==> src/hdl/keyboard_controller_with_fifo_core_macros.svh <==
// Assertion macros for the keyboard controller RTL; included by kbc_fifo.
// Expects i_clk and i_rst_n in the scope that uses them; no other dependencies.
`ifndef KEYBOARD_CONTROLLER_WITH_FIFO_CORE_MACROS_SVH
`define KEYBOARD_CONTROLLER_WITH_FIFO_CORE_MACROS_SVH

// Same-cycle implication, disabled while reset is asserted.
`define KBC_ASSERT_SAME(label, ante, cons, msg) \
    label: assert property (@(posedge i_clk) disable iff (!i_rst_n) (ante) |-> (cons)) \
        else $error(msg);

// Next-cycle implication, disabled while reset is asserted.
`define KBC_ASSERT_NEXT(label, ante, cons, msg) \
    label: assert property (@(posedge i_clk) disable iff (!i_rst_n) (ante) |=> (cons)) \
        else $error(msg);

`endif

==> src/hdl/kbc_pkg.sv <==
// Shared types, codes and constants of the keyboard controller.
// No dependencies; used by kbc_fifo, kbc_ctrl and the top level.
package kbc_pkg;

    localparam int FIFO_DEPTH = 16;
    localparam int FIFO_AW    = $clog2(FIFO_DEPTH);
    localparam int FIFO_CW    = $clog2(FIFO_DEPTH + 1);

    typedef enum logic [1:0] {
        OP_BUS_WRITE = 2'd0,
        OP_BUS_READ  = 2'd1,
        OP_KEY_BYTE  = 2'd2,
        OP_POLL      = 2'd3
    } t_op;

    // Decoded port offsets (port minus 0x60)
    localparam logic [2:0] OFF_DATA   = 3'd0;
    localparam logic [2:0] OFF_PORT_B = 3'd1;
    localparam logic [2:0] OFF_STATUS = 3'd4;

    // Command bytes
    localparam logic [7:0] CMD_SELF_TEST  = 8'h01;
    localparam logic [7:0] CMD_ECHO_ZERO  = 8'h02;
    localparam logic [7:0] CMD_READ_ID    = 8'h05;
    localparam logic [7:0] CMD_LOAD_SCAN  = 8'h11;
    localparam logic [7:0] CMD_LOAD_MOUSE = 8'h12;

    localparam logic [7:0] SELF_TEST_OK   = 8'hAA;
    localparam logic [7:0] UNDECODED_READ = 8'hFF;
    localparam logic [7:0] STATUS_RD_MASK = 8'h0F;

    // Parameter byte counts
    localparam logic [3:0] PARAM_MAX        = 4'd9;
    localparam logic [3:0] PARAM_GOAL_SCAN  = 4'd9;
    localparam logic [3:0] PARAM_GOAL_MOUSE = 4'd4;

    // Status byte bit positions and reset value
    localparam int ST_OFULL     = 0;
    localparam int ST_IFULL     = 1;
    localparam int ST_CD        = 3;
    localparam int ST_TIMEOUT_A = 5;
    localparam int ST_TIMEOUT_B = 6;
    localparam logic [7:0] STATUS_RESET = 8'h18;

    localparam logic [7:0] KBD_ID_RESET = 8'h10;

    typedef struct packed {
        logic       enq;
        logic [7:0] enq_data;
        logic       deq;
    } t_fifo_req;

    typedef struct packed {
        logic       empty;
        logic       full;
        logic [7:0] head_data;
    } t_fifo_stat;

    typedef struct packed {
        logic [7:0] read_data;
        logic       irq_request;
        logic       speaker_gate;
        logic       speaker_data;
        logic       mouse_mode;
        logic       fifo_dropped;
    } t_result;

    function automatic logic [FIFO_AW-1:0] ptr_next(input logic [FIFO_AW-1:0] p);
        logic [FIFO_AW-1:0] nxt;
        nxt = (p == FIFO_AW'(FIFO_DEPTH - 1)) ? '0 : p + 1'b1;
        return nxt;
    endfunction

endpackage

==> src/hdl/kbc_fifo.sv <==
// Key byte queue: register file with head/tail pointers and a fill count.
// Depends on kbc_pkg and keyboard_controller_with_fifo_core_macros.svh.
`include "keyboard_controller_with_fifo_core_macros.svh"

module kbc_fifo (
    input  logic                  i_clk,
    input  logic                  i_rst_n,
    input  kbc_pkg::t_fifo_req    i_req,
    output kbc_pkg::t_fifo_stat   o_stat
);

    logic [7:0]                  r_mem [kbc_pkg::FIFO_DEPTH];
    logic [kbc_pkg::FIFO_AW-1:0] r_head;
    logic [kbc_pkg::FIFO_AW-1:0] r_tail;
    logic [kbc_pkg::FIFO_CW-1:0] r_count;

    logic do_enq;
    logic do_deq;

    assign o_stat.empty     = (r_count == '0);
    assign o_stat.full      = (r_count == kbc_pkg::FIFO_CW'(kbc_pkg::FIFO_DEPTH));
    assign o_stat.head_data = r_mem[r_head];

    // a byte offered to a full queue is discarded
    assign do_enq = i_req.enq && !o_stat.full;
    assign do_deq = i_req.deq && !o_stat.empty;

    always_ff @(posedge i_clk) begin
        if (do_enq) begin
            r_mem[r_tail] <= i_req.enq_data;
        end
    end

    always_ff @(posedge i_clk) begin
        if (!i_rst_n) begin
            r_head  <= '0;
            r_tail  <= '0;
            r_count <= '0;
        end else begin
            if (do_enq) begin
                r_tail <= kbc_pkg::ptr_next(r_tail);
            end
            if (do_deq) begin
                r_head <= kbc_pkg::ptr_next(r_head);
            end
            if (do_enq && !do_deq) begin
                r_count <= r_count + 1'b1;
            end else if (do_deq && !do_enq) begin
                r_count <= r_count - 1'b1;
            end
        end
    end

    `KBC_ASSERT_SAME(a_count_bound, 1'b1,
        r_count <= kbc_pkg::FIFO_CW'(kbc_pkg::FIFO_DEPTH), "fifo count over depth")
    `KBC_ASSERT_SAME(a_empty_ptrs, r_count == '0, r_head == r_tail,
        "empty fifo with unequal pointers")
    `KBC_ASSERT_SAME(a_single_op, i_req.enq, !i_req.deq, "enqueue and dequeue together")
    `KBC_ASSERT_NEXT(a_count_inc, i_req.enq && !o_stat.full && !i_req.deq,
        r_count == $past(r_count) + 1'b1, "accepted byte not counted")

endmodule

==> src/hdl/kbc_ctrl.sv <==
// Controller state: output latch, status, interrupt arm, command and parameters,
// port B and mouse flag; decodes one request per cycle while i_fire is high. Depends on kbc_pkg.
module kbc_ctrl (
    input  logic                  i_clk,
    input  logic                  i_rst_n,
    input  logic                  i_fire,
    input  kbc_pkg::t_op          i_op,
    input  logic [2:0]            i_off,
    input  logic [7:0]            i_data,
    input  logic [7:0]            i_kbd_id,
    input  kbc_pkg::t_fifo_stat   i_fifo,
    output kbc_pkg::t_fifo_req    o_fifo,
    output kbc_pkg::t_result      o_result
);

    logic [7:0] r_latch,  n_latch;
    logic [7:0] r_status, n_status;
    logic       r_want,   n_want;
    logic [7:0] r_cmd,    n_cmd;
    logic [3:0] r_pidx,   n_pidx;
    logic [3:0] r_pgoal,  n_pgoal;
    logic       r_mouse,  n_mouse;
    logic [7:0] r_port_b, n_port_b;

    logic       enq;
    logic [7:0] enq_data;
    logic       deq;
    logic [7:0] rd;
    logic       irq;

    always_comb begin
        n_latch  = r_latch;
        n_status = r_status;
        n_want   = r_want;
        n_cmd    = r_cmd;
        n_pidx   = r_pidx;
        n_pgoal  = r_pgoal;
        n_mouse  = r_mouse;
        n_port_b = r_port_b;
        enq      = 1'b0;
        enq_data = '0;
        deq      = 1'b0;
        rd       = '0;
        irq      = 1'b0;
        if (i_fire) begin
            unique case (i_op)
                kbc_pkg::OP_BUS_WRITE: begin
                    unique case (i_off)
                        kbc_pkg::OFF_DATA: begin
                            n_status[kbc_pkg::ST_CD] = 1'b0;
                            if (r_pidx != r_pgoal && r_pidx < kbc_pkg::PARAM_MAX) begin
                                n_pidx = r_pidx + 1'b1;
                                if (n_pidx == r_pgoal) begin
                                    priority if (r_cmd == kbc_pkg::CMD_LOAD_SCAN) begin
                                        n_mouse = 1'b0;
                                    end else if (r_cmd == kbc_pkg::CMD_LOAD_MOUSE) begin
                                        n_mouse = 1'b1;
                                    end
                                end
                            end else begin
                                n_cmd = i_data;
                                unique case (i_data)
                                    kbc_pkg::CMD_SELF_TEST: begin
                                        enq      = 1'b1;
                                        enq_data = kbc_pkg::SELF_TEST_OK;
                                    end
                                    kbc_pkg::CMD_ECHO_ZERO: begin
                                        enq      = 1'b1;
                                        enq_data = '0;
                                    end
                                    kbc_pkg::CMD_READ_ID: begin
                                        enq      = 1'b1;
                                        enq_data = i_kbd_id;
                                    end
                                    kbc_pkg::CMD_LOAD_SCAN: begin
                                        n_pidx  = '0;
                                        n_pgoal = kbc_pkg::PARAM_GOAL_SCAN;
                                    end
                                    kbc_pkg::CMD_LOAD_MOUSE: begin
                                        n_pidx  = '0;
                                        n_pgoal = kbc_pkg::PARAM_GOAL_MOUSE;
                                    end
                                    default: begin
                                    end
                                endcase
                            end
                        end
                        kbc_pkg::OFF_PORT_B: begin
                            n_port_b = i_data;
                        end
                        kbc_pkg::OFF_STATUS: begin
                            n_status[kbc_pkg::ST_CD] = 1'b1;
                            if (i_data == kbc_pkg::CMD_ECHO_ZERO) begin
                                enq      = 1'b1;
                                enq_data = '0;
                            end
                        end
                        default: begin
                        end
                    endcase
                end
                kbc_pkg::OP_BUS_READ: begin
                    unique case (i_off)
                        kbc_pkg::OFF_DATA: begin
                            rd = r_latch;
                            if (i_fifo.empty) begin
                                n_status[kbc_pkg::ST_OFULL] = 1'b0;
                                n_want = 1'b0;
                            end else begin
                                deq = 1'b1;
                            end
                        end
                        kbc_pkg::OFF_PORT_B: begin
                            rd = r_port_b;
                        end
                        kbc_pkg::OFF_STATUS: begin
                            rd = r_status & kbc_pkg::STATUS_RD_MASK;
                            n_status[kbc_pkg::ST_TIMEOUT_A] = 1'b0;
                            n_status[kbc_pkg::ST_TIMEOUT_B] = 1'b0;
                        end
                        default: begin
                            rd = kbc_pkg::UNDECODED_READ;
                        end
                    endcase
                end
                kbc_pkg::OP_KEY_BYTE: begin
                    enq      = 1'b1;
                    enq_data = i_data;
                end
                kbc_pkg::OP_POLL: begin
                    if (r_want) begin
                        n_want = 1'b0;
                        irq    = 1'b1;
                    end
                    if (!r_status[kbc_pkg::ST_OFULL] && !i_fifo.empty) begin
                        deq = 1'b1;
                    end
                end
                default: begin
                end
            endcase
            // next queued byte into the latch; re-arms the interrupt
            if (deq) begin
                n_latch = i_fifo.head_data;
                n_status[kbc_pkg::ST_OFULL] = 1'b1;
                n_status[kbc_pkg::ST_IFULL] = 1'b0;
                n_want = 1'b1;
            end
        end
    end

    assign o_fifo.enq      = enq;
    assign o_fifo.enq_data = enq_data;
    assign o_fifo.deq      = deq;

    assign o_result.read_data    = rd;
    assign o_result.irq_request  = irq;
    assign o_result.speaker_gate = n_port_b[0];
    assign o_result.speaker_data = n_port_b[1];
    assign o_result.mouse_mode   = n_mouse;
    assign o_result.fifo_dropped = enq && i_fifo.full;

    always_ff @(posedge i_clk) begin
        if (!i_rst_n) begin
            r_latch  <= '0;
            r_status <= kbc_pkg::STATUS_RESET;
            r_want   <= 1'b0;
            r_cmd    <= '0;
            r_pidx   <= '0;
            r_pgoal  <= '0;
            r_mouse  <= 1'b0;
            r_port_b <= '0;
        end else begin
            r_latch  <= n_latch;
            r_status <= n_status;
            r_want   <= n_want;
            r_cmd    <= n_cmd;
            r_pidx   <= n_pidx;
            r_pgoal  <= n_pgoal;
            r_mouse  <= n_mouse;
            r_port_b <= n_port_b;
        end
    end

endmodule

==> src/hdl/keyboard_controller_with_fifo_core.sv <==
// Keyboard controller core with a key byte queue; uses kbc_pkg, kbc_fifo, kbc_ctrl.
// A request is held in the input register, then its result in the result register,
// where it is taken when the downstream does not stall; both hold while stalled.
// Throughput: one request per cycle unless stalled; each is fully resolved in one pass.
// Reset (i_rst_n low, synchronous) empties the queue, clears latch, command and port B,
// loads status 0x18 and keyboard ID 0x10; queue contents are not cleared.
module keyboard_controller_with_fifo_core (
    input  logic       i_clk,
    input  logic       i_rst_n,
    // configuration: keyboard ID byte
    input  logic       i_cfg_we,
    input  logic [7:0] i_cfg_wdata,
    // request channel
    input  logic       i_in_valid,
    output logic       o_in_stall,
    input  logic [1:0] i_operation,
    input  logic [2:0] i_port_offset,
    input  logic [7:0] i_data_byte,
    // result channel
    output logic       o_out_valid,
    input  logic       i_out_stall,
    output logic [7:0] o_read_data,
    output logic       o_irq_request,
    output logic       o_speaker_gate,
    output logic       o_speaker_data,
    output logic       o_mouse_mode,
    output logic       o_fifo_dropped
);

    // Keyboard ID register; the user must write it only while the core is idle (not enforced here)
    logic [7:0] r_kbd_id;

    // Input register
    logic          r_in_valid;
    kbc_pkg::t_op  r_op;
    logic [2:0]    r_off;
    logic [7:0]    r_data;

    // Result register
    logic              r_out_valid;
    kbc_pkg::t_result  r_result;

    logic                 out_blocked;
    logic                 fire;
    logic                 in_accept;
    kbc_pkg::t_fifo_req   fifo_req;
    kbc_pkg::t_fifo_stat  fifo_stat;
    kbc_pkg::t_result     result;

    // The result register holds while the downstream stalls; the input register
    // then holds too, so the stall reaches the upstream only when both are full.
    assign out_blocked = r_out_valid && i_out_stall;
    assign fire        = r_in_valid && !out_blocked;
    assign o_in_stall  = r_in_valid && out_blocked;
    assign in_accept   = i_in_valid && !o_in_stall;

    always_ff @(posedge i_clk) begin
        if (!i_rst_n) begin
            r_kbd_id <= kbc_pkg::KBD_ID_RESET;
        end else if (i_cfg_we) begin
            r_kbd_id <= i_cfg_wdata;
        end
    end

    always_ff @(posedge i_clk) begin
        if (!i_rst_n) begin
            r_in_valid <= 1'b0;
        end else if (!o_in_stall) begin
            r_in_valid <= i_in_valid;
        end
    end

    always_ff @(posedge i_clk) begin
        if (in_accept) begin
            r_op   <= kbc_pkg::t_op'(i_operation);
            r_off  <= i_port_offset;
            r_data <= i_data_byte;
        end
    end

    // Queue state and controller state both update on the cycle the request fires
    kbc_fifo u_fifo (
        .i_clk   (i_clk),
        .i_rst_n (i_rst_n),
        .i_req   (fifo_req),
        .o_stat  (fifo_stat)
    );

    kbc_ctrl u_ctrl (
        .i_clk    (i_clk),
        .i_rst_n  (i_rst_n),
        .i_fire   (fire),
        .i_op     (r_op),
        .i_off    (r_off),
        .i_data   (r_data),
        .i_kbd_id (r_kbd_id),
        .i_fifo   (fifo_stat),
        .o_fifo   (fifo_req),
        .o_result (result)
    );

    always_ff @(posedge i_clk) begin
        if (!i_rst_n) begin
            r_out_valid <= 1'b0;
        end else if (!out_blocked) begin
            r_out_valid <= r_in_valid;
        end
    end

    always_ff @(posedge i_clk) begin
        if (fire) begin
            r_result <= result;
        end
    end

    assign o_out_valid    = r_out_valid;
    assign o_read_data    = r_result.read_data;
    assign o_irq_request  = r_result.irq_request;
    assign o_speaker_gate = r_result.speaker_gate;
    assign o_speaker_data = r_result.speaker_data;
    assign o_mouse_mode   = r_result.mouse_mode;
    assign o_fifo_dropped = r_result.fifo_dropped;

endmodule
==> config.mk <==
export PLATFORM = sky130hd
export DESIGN_NAME = keyboard_controller_with_fifo_core
export DESIGN_NICKNAME = d
export VERILOG_FILES = /design/src/hdl/kbc_pkg.sv /design/src/hdl/kbc_fifo.sv /design/src/hdl/kbc_ctrl.sv /design/src/hdl/keyboard_controller_with_fifo_core.sv
export VERILOG_INCLUDE_DIRS = /design/src /design/src/hdl
export SDC_FILE = /design/constraint.sdc
export NUM_CORES = 1
export LEC_CHECK = 0
export BUFFER_PORTS_ARGS = -buffer_cell sky130_fd_sc_hd__buf_2
export CAP_MARGIN = 5
export CORE_AREA = 2 2 144 146
export DETAILED_ROUTE_END_ITERATION = 8
export DIE_AREA = 0 0 146 148
export PLACE_DENSITY = 0.65
export SLEW_MARGIN = 15
export SYNTH_ARGS = -nofsm -noshare
export SYNTH_HDL_FRONTEND = slang
export SYNTH_HIERARCHICAL = 1
export SYNTH_SLANG_ARGS = --single-unit
==> constraint.sdc <==
create_clock -name i_clk -period 10.11 [get_ports i_clk]
set_input_delay 1.011 -clock i_clk [delete_from_list [all_inputs] [get_ports i_clk]]
set_output_delay 1.011 -clock i_clk [all_outputs]
set_load 0.05 [all_outputs]
==> metrics.md, run 1 <==
| Metric | Value |
|---|---|
| Number of global-route vias before repair | between 5000 and 6000 |
| Unique masters post-synth | ~60 |
| Fin Setup TNS | 0 ns |
| ANT cells | 0 |
| Area grow syn2layout | 13.5% |
| Power Internal | 1430 uW |
| Layout cell share with drive strength beyond 1 | 21.3% |
| Yosys warnings | 6 |
| Hold path start | r_kbd_id[4] |
| Switch share | approximately a fifth |
| Crit path time final | 3.94 ns |
| Setup Skew | ~0.0093 ns |
| CTS Hold Bufs | 0 |
| Comb power frac | roughly 3.2% |
| Final Cycle Share | ~39% |
| Worst Hold Depth | 2 |
| # resized after CTS | 0 |
| Die area | 21600 sq um |
| Placed cell count | between 900 and 1000 |
| Worst Hold Class | reg2reg |
| Peak supply drop | 0.147 mV |
| Final setup violating endpoints | 0 |
| Initial antenna violation count | 0 |
| P per Cell Area | 178 nW/um^2 |
| Root Buffer | clkbuf_16 |
| Vias per Instance | approximately 5.5 |
| Drt pass-1 iters | 5 |
| Die Y | about 150 microns |
| EDFF count, synth | between 150 and 200 |
| CTS buffer count | 22 |
| Drt drc | 0 |
| Critical Path AT | about 4.4 ns |
| Die Wd | ~150 microns |
| Cells after synthesis | between 600 and 700 |
| Status | completed |
| Worst Tran Pin Value | ~1.0 ns |
| Fin cells | between 900 and 1000 |
| Hold Path Sink | r_kbd_id[4] |
| Sequential power share | between 50 and 60% |
| H-tree levels | 1 |
| Routed wire per std cell | between 15 and 20 microns |
| Top FF cell, synth | edfxtp_1 |
| Switch Pwr | approximately 380 uW |
| Core Area | 20000 sq um |
| Crit path launch type | register |
| Post-route ant nets | 0 |
| Clk_lat worst skew | ~0.5 ns |
| Rel. slew slack | between 30% and 40% |
| DP HPWL | approximately 12000 microns |
| Max Cap Viol | 0 |
| Starting Density | ~44% |
| Worst-path maximum fanout | 15 |
| Clock power frac | approximately 44% |
| Register-to-Register Path Depth | 11 |
| Via count | ~5200 |
| Reg2reg setup slack | 6.17 ns |
| Clock buffer depth | 3 |
| Post-Syn Area | 8910 sq um |
| Post-synth ARST share | 0% |
| CTS tree | built |
| Leak | ~0.0034 uW |
| Commonest non-fill, non-tap cell in the layout | edfxtp_1 |
| Worst setup EP type | register |
| Final net count | between 600 and 700 |
| Row cnt | 52 |
| Yosys reg bits | 215 |
| Syn nets | 648 |
| Seq/Total Area, Yosys | 65.6% |
| CP required | between 10 and 15 ns |
| I/O pin total | 41 |
| First-pass GRT wire length | between 20000 and 30000 microns |
| Fmax | ~250 MHz |
| CTS Sinks | 215 |
| Worst-path clk slew | 0.07 ns |
| Total GRT Usage | between 15 and 20% |
| FF-to-FF Start | r_off[2] |
| Largest net degree at the start of global routing | 39 |
| FF-to-FF End | u_fifo/r_count[3] |
| Routability cong. | just over 0.8 |
| Postcts setup bufs | 0 |
| DRT iter0 DRCs | between 300 and 400 |
| Most frequent cells in the layout | edfxtp_1, dfxtp_1, buf_2 |
| Global route overflow | 0 |
| IO buf count | 40 |
| DRT Wirelength | between 15000 and 20000 microns |
| Avg Cell Area, Syn | 14.6 sq um |
| Setup Crit Path Kind | reg2reg |
| Final hold vios | 0 |
| Unrepaired setup endpoints after global routing | no |
| Slew Limit Fails | 0 |
-- power by group through the flow --
stage / Sequential [uW] / Combinational [uW] / Clock, uW
CTS: 956 / 58.3 / 807
detailed placement: 975 / 58.1 / 0
global route: 957 / 62.9 / 838
floorplan: 980 / 33.7 / 0
finish: 956 / 58.1 / 787
global placement: 975 / 56.2 / 0
-- synthesized netlist by cell type (all sizes together), types with 4 or more instances --
| cell | n | area share, % |
|---|---|---|
| a21boi | 6 | 0.51 |
| a21oi | 24 | 1.4 |
| a22oi | 17 | 1.4 |
| and2 | 19 | 1.4 |
| buf | 12 | 0.90 |
| clkbuf | 18 | 0.76 |
| dfxtp | 61 | 14 |
| edfxtp | 154 | 52 |
| ha | 11 | 1.5 |
| inv | 16 | 0.70 |
| mux2 | 5 | 0.63 |
| mux2i | 33 | 3.7 |
| mux4 | 32 | 8.1 |
| nand2 | 36 | 1.5 |
| nand2b | 5 | 0.35 |
| nand3 | 13 | 0.73 |
| nor2 | 39 | 1.6 |
| nor2b | 20 | 1.4 |
| nor3 | 8 | 0.45 |
| nor4b | 5 | 0.49 |
| o21ai | 15 | 1.0 |
| o22ai | 8 | 0.56 |
| or3 | 8 | 0.62 |
| xnor2 | 5 | 0.49 |
| xor2 | 4 | 0.39 |
-- area by class of cell --
type                    instances  area [sq um]
multi-input cells             349          2870
fillers                      1733          9920
well taps                     270           338
repair buffers                 52           290
clock buffers                  30           622
clock inverters                10          88.8
inverters                      16          62.6
flip-flops and latches        215          5850
-- critical path, cell delays in order (launching register included) --
cell	delay, ns
edfxtp_1	0.58
or3_1	0.48
mux2_2	0.29
nor3_2	0.81
o21ai_2	0.25
ha_1	0.28
inv_1	0.15
ha_1	0.15
a21o_1	0.11
a21oi_1	0.09
or4b_2	0.61
nand3_1	0.08
-- kinds of logic after synthesis --
group                      Yosys count  synth area share, %
AOI/OAI and AO/OA                   94                 7.33
DFF                                215                 65.6
muxes                               70                 12.4
buffers and inverters               46                 2.36
adders and majority gates           12                 1.77
xor gates and xnor gates             9                0.885
and+or+nand+nor                    164                 9.63
-- registers in the layout, summed over array words and instances, names as in the netlist, 2 cells and up, named ones only --
signal           cells
u_fifo/r_mem       128
o_read_data          8
u_fifo/r_tail        4
u_ctrl/r_cmd         8
r_op                 2
u_ctrl/r_pidx        4
u_ctrl/r_port_b      8
u_ctrl/r_latch       8
u_ctrl/r_status      2
u_fifo/r_count       5
r_data               8
r_kbd_id             8
r_off                3
u_fifo/r_head        4
u_ctrl/r_pgoal       2
-- per-stage QoR --
step	power (uW)	util (%)	hold WS, ns	cell area, sq um	setup slack [ns]
floorplan	1010	-	0.441	8910	5.61
global placement	1030	46.9	0.466	9400	6.00
detailed placement	1030	46.9	0.470	9400	5.86
CTS	1820	50.5	0.486	10100	6.18
global route	1860	50.5	0.521	10100	5.99
finish	1800	50.5	0.486	10100	6.17
-- worst max path at each step --
stage | cells after the start | end | start | slack [ns]
floorplan | 11 | u_fifo/r_count[3] | i_out_stall | 5.61
global placement | 13 | u_fifo/r_count[3] | i_out_stall | 6.00
detailed placement | 13 | u_fifo/r_count[3] | i_out_stall | 5.86
CTS | 11 | u_fifo/r_count[3] | r_off[2] | 6.18
global route | 11 | u_fifo/r_count[3] | r_off[2] | 5.99
finish | 11 | u_fifo/r_count[3] | r_off[2] | 6.17
-- layer usage --
layer | global-route usage [%] | vias to the layer above | share of wire [%]
met5 | 0 | - | 0
met2 | 28.7 | 148 | 49
met4 | 4.81 | 0 | 2.0
li1 | - | 2420 | -
met3 | 2.35 | 22 | 4.8
met1 | 23.3 | 2638 | 44
Note: power is estimated with default switching activity, not from simulation.
==> run 2: changes to the inputs <==
ABC_AREA = 1   (was default)
CORE_AREA = 2 2 149 151   (was 2 2 144 146)
DIE_AREA = 0 0 151 153   (was 0 0 146 148)
PLACE_DENSITY = 0.67   (was 0.65)
clock period = 3.53 ns   (was 10.11 ns; I/O delays follow)
==> run 2 against run 1 <==
  * Clock power grew to 3.0 times the previous value
  * Wire length is 18% higher
  * Largest power group unchanged
  * Setup slack worse by 5.7 ns
  * Register-to-register slack got worse by 5.7 ns
  * Global-route usage up 1.7 points
  * Cell count rose by 46%
  * Die area rose by 6.9%
  * Hold slack got worse by 0.45 ns
  * Critical endpoint unchanged
  * Power grew to 2.9 times the previous value
  * Highest routed layer unchanged
  * Critical path type unchanged
  * Synthesized cell count up 68%
==> metrics.md, run 2 <==
| Metric | Value |
|---|---|
| Synth Area in XOR/XNOR | 0.368% (-0.52 points) |
| CTS tree | built |
| Final Cycle Share | 87.5% (+49 points) |
| Cell taking the most area after synthesis | edfxtp_1 |
| Switch Pwr | 1080 uW (+190%) |
| Routed wire per std cell | 15.6 microns (-19%) |
| Commonest non-fill, non-tap cell in the layout | nand2_1 |
| Post-route ant nets | 0 (unchanged) |
| Die Wd | 151 microns (+3.4%) |
| First-pass GRT wire length | 34000 microns (+19%) |
| Setup Crit Path Kind | reg2reg |
| Rel. slew slack | 27.8% (-4.4 points) |
| Leak | 0.00456 uW (+35%) |
| Post-synthesis mux area share | 0% (-12 points) |
| Initial antenna violation count | 0 (unchanged) |
| Hold slack | 0.0349 ns (-0.451 ns) |
| Routability cong. | 0.884 (+7.6%) |
| Drt drc | 0 (unchanged) |
| Fmax | 324 MHz (+28%) |
| Crit path time final | 3.09 ns (-0.851 ns) |
| Hold Path Sink | r_op[1] |
| Worst-path clk slew | 0.06 ns (about the same) |
| Post-Synth Simple-Gate Area | 23.6% (+14 points) |
| Max Cap Viol | 0 (unchanged) |
| Layout cell share with drive strength beyond 1 | 12.8% (-8.4 points) |
| Unrepaired setup endpoints after global routing | no |
| Clk_lat worst skew | 0.49 ns (about the same) |
| Critical Path AT | 3.47 ns (-0.91 ns) |
| Synth Area in Compound Gates | 6.03% (-1.3 points) |
| Cells after synthesis | 1022 (+68%) |
| Synth Area in Adders | 1.66% (-0.11 points) |
| I/O pin total | 41 (unchanged) |
| IO buf count | 40 (unchanged) |
| CTS Sinks | 215 (unchanged) |
| Critical-path cell list | inv_2 -> ha_1 -> nand2_1 -> nand2_1 -> nand2_8 -> nand2_1 -> nand2_1 -> nand2_1 -> nand2_1 -> nand2_1 -> inv_1 -> nand2_2 -> inv_2 -> ha_1 -> inv_1 -> ha_1 -> or2_2 -> nand3_1 -> nand2_1 -> o21ai_0 -> inv_1 |
| CTS buffer count | 23 (+4.5%) |
| DRT Wirelength | 21500 microns (+18%) |
| Switch share | 20.4% (-0.51 points) |
| Starting Density | 44.3% (-0.16 points) |
| Top FF cell, synth | edfxtp_1 |
| Clock power frac | 44.5% (+0.8 points) |
| P per Cell Area | 488 nW/um^2 (+170%) |
| Die area | 23100 sq um (+6.9%) |
| Commonest cells in the netlist | nand2_1, edfxtp_1, nor2_1 |
| Fin Setup TNS | 0 ns (unchanged) |
| DRT iter0 DRCs | 482 (+33%) |
| EDFF count, synth | 154 (unchanged) |
| Root Buffer | clkbuf_16 |
| Sequential power share | 51.7% (-1.4 points) |
| Vias per Instance | 5.05 (-9.0%) |
| Final hold vios | 0 (unchanged) |
| Reg2reg setup slack | 0.44 ns (-5.73 ns) |
| Most frequent cells in the layout | nand2_1, edfxtp_1, nor2_1 |
| CP required | 3.91 ns (-6.64 ns) |
| Largest net degree at the start of global routing | 65 (+67%) |
| Drt pass-1 iters | 5 (unchanged) |
| Register-to-Register Path Depth | 21 (+10) |
| Worst Tran Pin Value | 1.08 ns (+0.0709 ns) |
| Total GRT Usage | 18.7% (+1.7 points) |
| Worst setup EP type | register |
| Combinational family with the most area after synthesis | simple AND/OR/NAND/NOR gates |
| Top delay family on crit path | simple AND/OR/NAND/NOR gates |
| Number of flip-flops in the largest register | 128 (unchanged) |
| Die Y | 153 microns (+3.4%) |
| FF-to-FF End | u_fifo/r_count[3] |
| Setup Skew | 0.00872 ns (-0.000537 ns) |
| Slowest cell on the critical path | dfxtp_1 |
| Syn nets | 1060 (+64%) |
| Hold path start | i_operation[1] |
| Postcts setup bufs | 0 (unchanged) |
| Post-synth ARST share | 0% (unchanged) |
| Avg Cell Area, Syn | 9.32 sq um (-36%) |
| H-tree levels | 1 (unchanged) |
| CTS Hold Bufs | 0 (unchanged) |
| Worst Hold Class | in2reg |
| Worst Hold Depth | 1 (-1) |
| # resized after CTS | 0 (unchanged) |
| Global route overflow | 0 (unchanged) |
| Post-Syn Area | 9520 sq um (+6.8%) |
| Top reg by flops | u_fifo/r_mem |
| Final setup violating endpoints | 0 (unchanged) |
| Crit path launch type | register |
| Most numerous cell on the critical path | nand2_1 |
| Seq/Total Area, Yosys | 61.4% (-4.2 points) |
| Row cnt | 54 (+3.8%) |
| DP HPWL | 13800 microns (+14%) |
| Largest stage delay, worst path | 0.45 ns (-0.36 ns) |
| Share of the synthesized area in the top cell type | 48.6% (-3.3 points) |
| Clock buffer depth | 3 (unchanged) |
| FF-to-FF Start | u_ctrl/r_pidx[0] |
| Core Area | 21500 sq um (+7.2%) |
| Area grow syn2layout | 13.8% |
| ANT cells | 0 (unchanged) |
| Yosys reg bits | 215 (unchanged) |
| CP bufs+invs | 5 (+4) |
| Final net count | 1121 (+62%) |
| Yosys warnings | 6 (unchanged) |
| Worst-path maximum fanout | 8 (-7) |
| Unique masters post-synth | 36 (-39%) |
| Count leader, synth | nand2_1 |
| Via count | 6958 (+33%) |
| Comb power frac | 3.7% (+0.5 points) |
| Power Internal | 4210 uW (+200%) |
| Synth top area cells | edfxtp_1, dfxtp_1, nand2_1 |
| Status | completed |
| Peak supply drop | 0.301 mV (+100%) |
| Number of global-route vias before repair | 6492 (+26%) |
| Slew Limit Fails | 0 (unchanged) |
[run 2: metal layers]
layer  wire length [microns]  vias up  global-route usage [%]
li1                        -     3465                       -
met3                    1500       28                    2.30
met5                       0        -                       0
met1                    9760     3249                    27.7
met4                     408        0                    5.07
met2                    9810      216                    29.3
[run 2: per-stage QoR]
step / power [uW] / cell area [sq um] / instances / util, % / setup slack (ns)
4_1_cts: 5340 / 10800 / 1378 / 50.4 / 0.440
3_3_place_gp: 2980 / 10100 / 1338 / 46.9 / 0.524
2_1_floorplan: 2910 / 9520 / 1022 / - / 0.0767
6_report: 5290 / 10800 / 1378 / 50.4 / 0.440
5_1_grt: 5460 / 10800 / 1378 / 50.4 / 0.176
3_5_place_dp: 2990 / 10100 / 1338 / 46.9 / 0.459
[run 2: area by class of cell]
type	instances	area, sq um
clock inverter	9	68.8
fill	2009	10600
inverter	116	440
multi-input combinational	658	3020
tap	280	350
clock buffer	31	691
sequential	215	5850
timing repair buffer	69	418
[run 2: how the worst max path moves through the flow]
stage                startpoint                end  slack, ns  cells past startpoint
2_1_floorplan       o_out_valid  u_fifo/r_count[3]       0.08                     15
3_5_place_dp   u_ctrl/r_pidx[0]  u_fifo/r_count[3]       0.46                     21
4_1_cts        u_ctrl/r_pidx[0]  u_fifo/r_count[3]       0.44                     21
6_report       u_ctrl/r_pidx[0]  u_fifo/r_count[3]       0.44                     21
5_1_grt        u_ctrl/r_pidx[0]  u_fifo/r_count[3]       0.18                     21
3_3_place_gp   u_ctrl/r_pidx[0]  u_fifo/r_count[3]       0.52                     21
[run 2: cell families after synthesis]
logic type | count (synthesis)
buffers and inverters | 149
AO/OA/AOI/OAI | 111
XOR/XNOR | 4
flip-flops | 215
adder cells (fa/ha/maj) | 12
AND/OR/NAND/NOR | 531
[run 2: worst reg2reg max path, delay by kind of cell (launching register included)]
| kind | cells | cell delay (ns) |
|---|---|---|
| AO/OA/AOI/OAI | 1 | 0.14 |
| flip-flops | 1 | 0.45 |
| adder cells (fa/ha/maj) | 3 | 0.72 |
| buffers and inverters | 5 | 0.48 |
| AND/OR/NAND/NOR | 12 | 1.21 |
[run 2: power by group through the flow]
stage | registers [uW] | clock network, uW | logic, uW
6_report | 2740 | 2360 | 198
5_1_grt | 2740 | 2500 | 220
4_1_cts | 2740 | 2410 | 198
3_5_place_dp | 2790 | 0 | 196
3_3_place_gp | 2790 | 0 | 193
2_1_floorplan | 2810 | 0 | 110
==> run 3: changes to the inputs <==
ABC_AREA = default   (was 1)
CORE_AREA = 2 2 144 146   (was 2 2 149 151)
DIE_AREA = 0 0 146 148   (was 0 0 151 153)
==> run 3 against run 2 <==
  * Core utilization up 0.89 points
  * Cell count down 31%
  * Largest power group unchanged
  * Fmax down 7.8%
  * Power up 1.3%
  * First-iteration DRC count down 31%
  * Critical path depth down 7
  * Combinational power down 12%
==> metrics.md, run 3 (synthesis gave the netlist of run 1 again) <==
| Metric | Value |
|---|---|
| Area grow syn2layout | 15.4% |
| Worst Tran Pin Value | 0.905 ns (-0.179 ns) |
| Max Cap Viol | 0 (unchanged) |
| CP required | 3.98 ns (+0.07 ns) |
| Starting Density | 44.5% (+0.16 points) |
| Register-to-Register Path Depth | 14 (-33%) |
| Number of flip-flops in the largest register | 128 (unchanged) |
| Crit path time final | 3.35 ns (+0.261 ns) |
| Critical Path AT | 3.80 ns (+0.33 ns) |
| Vias per Instance | 5.56 (+10%) |
| Layout cell share with drive strength beyond 1 | 22.1% (+9.3 points) |
| Slew Limit Fails | 0 (unchanged) |
| Reg2reg setup slack | 0.18 ns (-0.26 ns) |
| CTS buffer count | 23 (unchanged) |
| DRT iter0 DRCs | 332 (-31%) |
| Worst-path clk slew | 0.06 ns (about the same) |
| First-pass GRT wire length | 29700 microns (-13%) |
| Drt drc | 0 (unchanged) |
| Die area | 21600 sq um (-6.5%) |
| Clock buffer depth | 3 (unchanged) |
| Peak supply drop | 0.306 mV (+1.9%) |
| Clk_lat worst skew | 0.51 ns (+0.02 ns) |
| Largest net degree at the start of global routing | 33 (-49%) |
| Most frequent cells in the layout | edfxtp_1, dfxtp_1, buf_2 |
| Commonest non-fill, non-tap cell in the layout | edfxtp_1 |
| Row cnt | 52 (-3.7%) |
| Fmax | 298 MHz (-7.8%) |
| Final setup violating endpoints | 0 (unchanged) |
| FF-to-FF End | u_fifo/r_count[3] |
| Status | completed |
| Total GRT Usage | 17.5% (-1.3 points) |
| ANT cells | 0 (unchanged) |
| IO buf count | 40 (unchanged) |
| Die Wd | 146 microns (-3.3%) |
| DRT Wirelength | 18600 microns (-13%) |
| Final WS setup | 0.179 ns (-0.261 ns) |
| Global route overflow | 0 (unchanged) |
| Post-route ant nets | 0 (unchanged) |
| Root Buffer | clkbuf_16 |
| Worst-path maximum fanout | 9 (+1) |
| Critical-path cell list | or3_1 -> a211oi_2 -> or3_1 -> a41oi_2 -> nor2b_2 -> o21ai_4 -> inv_4 -> ha_1 -> inv_1 -> ha_1 -> a21o_1 -> a21oi_1 -> or4b_2 -> nand3_1 |
| FF-to-FF Start | u_ctrl/r_pgoal[0] |
| Rel. slew slack | 39.7% (+12 points) |
| Die Y | 148 microns (-3.3%) |
| Leak | 0.00351 uW (-23%) |
| Largest stage delay, worst path | 0.61 ns (+0.16 ns) |
| Drt pass-1 iters | 6 (+1) |
| I/O pin total | 41 (unchanged) |
| Top reg by flops | u_fifo/r_mem |
| Post-Place Worst Slack | 0.0326 ns (-0.426 ns) |
| Final hold vios | 0 (unchanged) |
| Core Area | 20000 sq um (-6.7%) |
| Layout Utilization | 51.3% (+0.89 points) |
| Crit path launch type | register |
| Routability cong. | 0.816 (-7.7%) |
| Worst Hold Class | in2reg |
| H-tree levels | 1 (unchanged) |
| Postcts setup bufs | 0 (unchanged) |
| Slowest cell on the critical path | or4b_2 |
| CP bufs+invs | 2 (-3) |
| P per Cell Area | 521 nW/um^2 (+6.7%) |
| Final net count | 704 (-37%) |
| CTS Sinks | 215 (unchanged) |
| CTS tree | built |
| Via count | 5295 (-24%) |
| DP HPWL | 12500 microns (-9.6%) |
| Worst setup EP type | register |
| Number of cells on the critical path | 14 (-33%) |
| Hold Path Sink | r_off[0] |
| Initial antenna violation count | 0 (unchanged) |
| Top delay family on crit path | simple AND/OR/NAND/NOR gates |
| Routed wire per std cell | 19.5 microns (+25%) |
| Setup Skew | 0.00892 ns (+0.000204 ns) |
| Worst Hold Depth | 1 (unchanged) |
| Hold path start | i_port_offset[0] |
| Final Cycle Share | 94.9% (+7.4 points) |
| Number of global-route vias before repair | 5456 (-16%) |
| Setup Crit Path Kind | reg2reg |
-- run 3: changes by cell type in the layout (fill, tap and decap cells not counted), sizes merged, moves of 8 or more --
cell,change
o21ai,-44
buf,-8
a22oi,+17
or3,+8
nor2b,+20
mux4,+32
nand3,-82
and2,+19
mux2i,+33
nand2,-277
a21oi,-22
inv,-97
nor2,-71
-- run 3: timing repair --
action,in CTS,in global routing
hold endpoints to repair,0,0
setup endpoints to repair,0,2
hold buffers,0,0
gates resized for setup,0,5
-- run 3: area by class of cell --
cell class / instances / area [sq um]
Clock buffer: 35 / 672
Inverter: 16 / 62.6
Multi-Input combinational cell: 349 / 2880
Sequential cell: 215 / 5850
Fill cell: 1683 / 9750
Tap cell: 270 / 338
Timing Repair Buffer: 61 / 370
Clock inverter: 7 / 111
-- run 3: metal layers --
metal	vias to the layer above	share of wire, %	track usage [%]
li1	2437	-	-
met1	2650	42	22.4
met2	169	51	31.0
met3	39	4.7	2.72
met4	0	2.1	5.05
met5	-	0	0
-- run 3: power by group --
group          internal [uW]  switching (uW)
sequential              2710            24.8
clock                   1530             920
combinational           61.2             114
total                   4300            1060
-- run 3: worst max path at each step --
stage	slack, ns	startpoint	endpoint
finish	0.18	u_ctrl/r_pgoal[0]	u_fifo/r_count[3]
CTS	0.002	u_ctrl/r_pgoal[0]	u_fifo/r_count[3]
detailed placement	0.03	u_ctrl/r_pgoal[0]	u_fifo/r_count[3]
floorplan	0.29	o_out_valid	u_fifo/r_count[3]
global placement	0.11	u_ctrl/r_pgoal[0]	u_fifo/r_count[3]
global route	-0.03	u_ctrl/r_pgoal[0]	u_fifo/r_count[3]
-- run 3: stage by stage --
step           instance area (sq um)  power [uW]  std cells  TNS, ns  hold WS, ns
2_1_floorplan                   8910        2900        610        0        0.415
3_3_place_gp                    9480        2960        911        0        0.462
3_5_place_dp                    9480        2960        911        0        0.484
4_1_cts                        10300        5400        953        0      0.00819
5_1_grt                        10300        5530        953  -0.0290      0.00939
6_report                       10300        5360        953        0       0.0212
-- run 3: worst reg2reg max path, delay by kind of cell, from the launching register on --
kind	cells	cell delay, ns
DFF	1	0.37
AOI/OAI and AO/OA	5	0.80
buffers and inverters	2	0.20
and+or+nand+nor	5	1.47
adders and majority gates	2	0.46
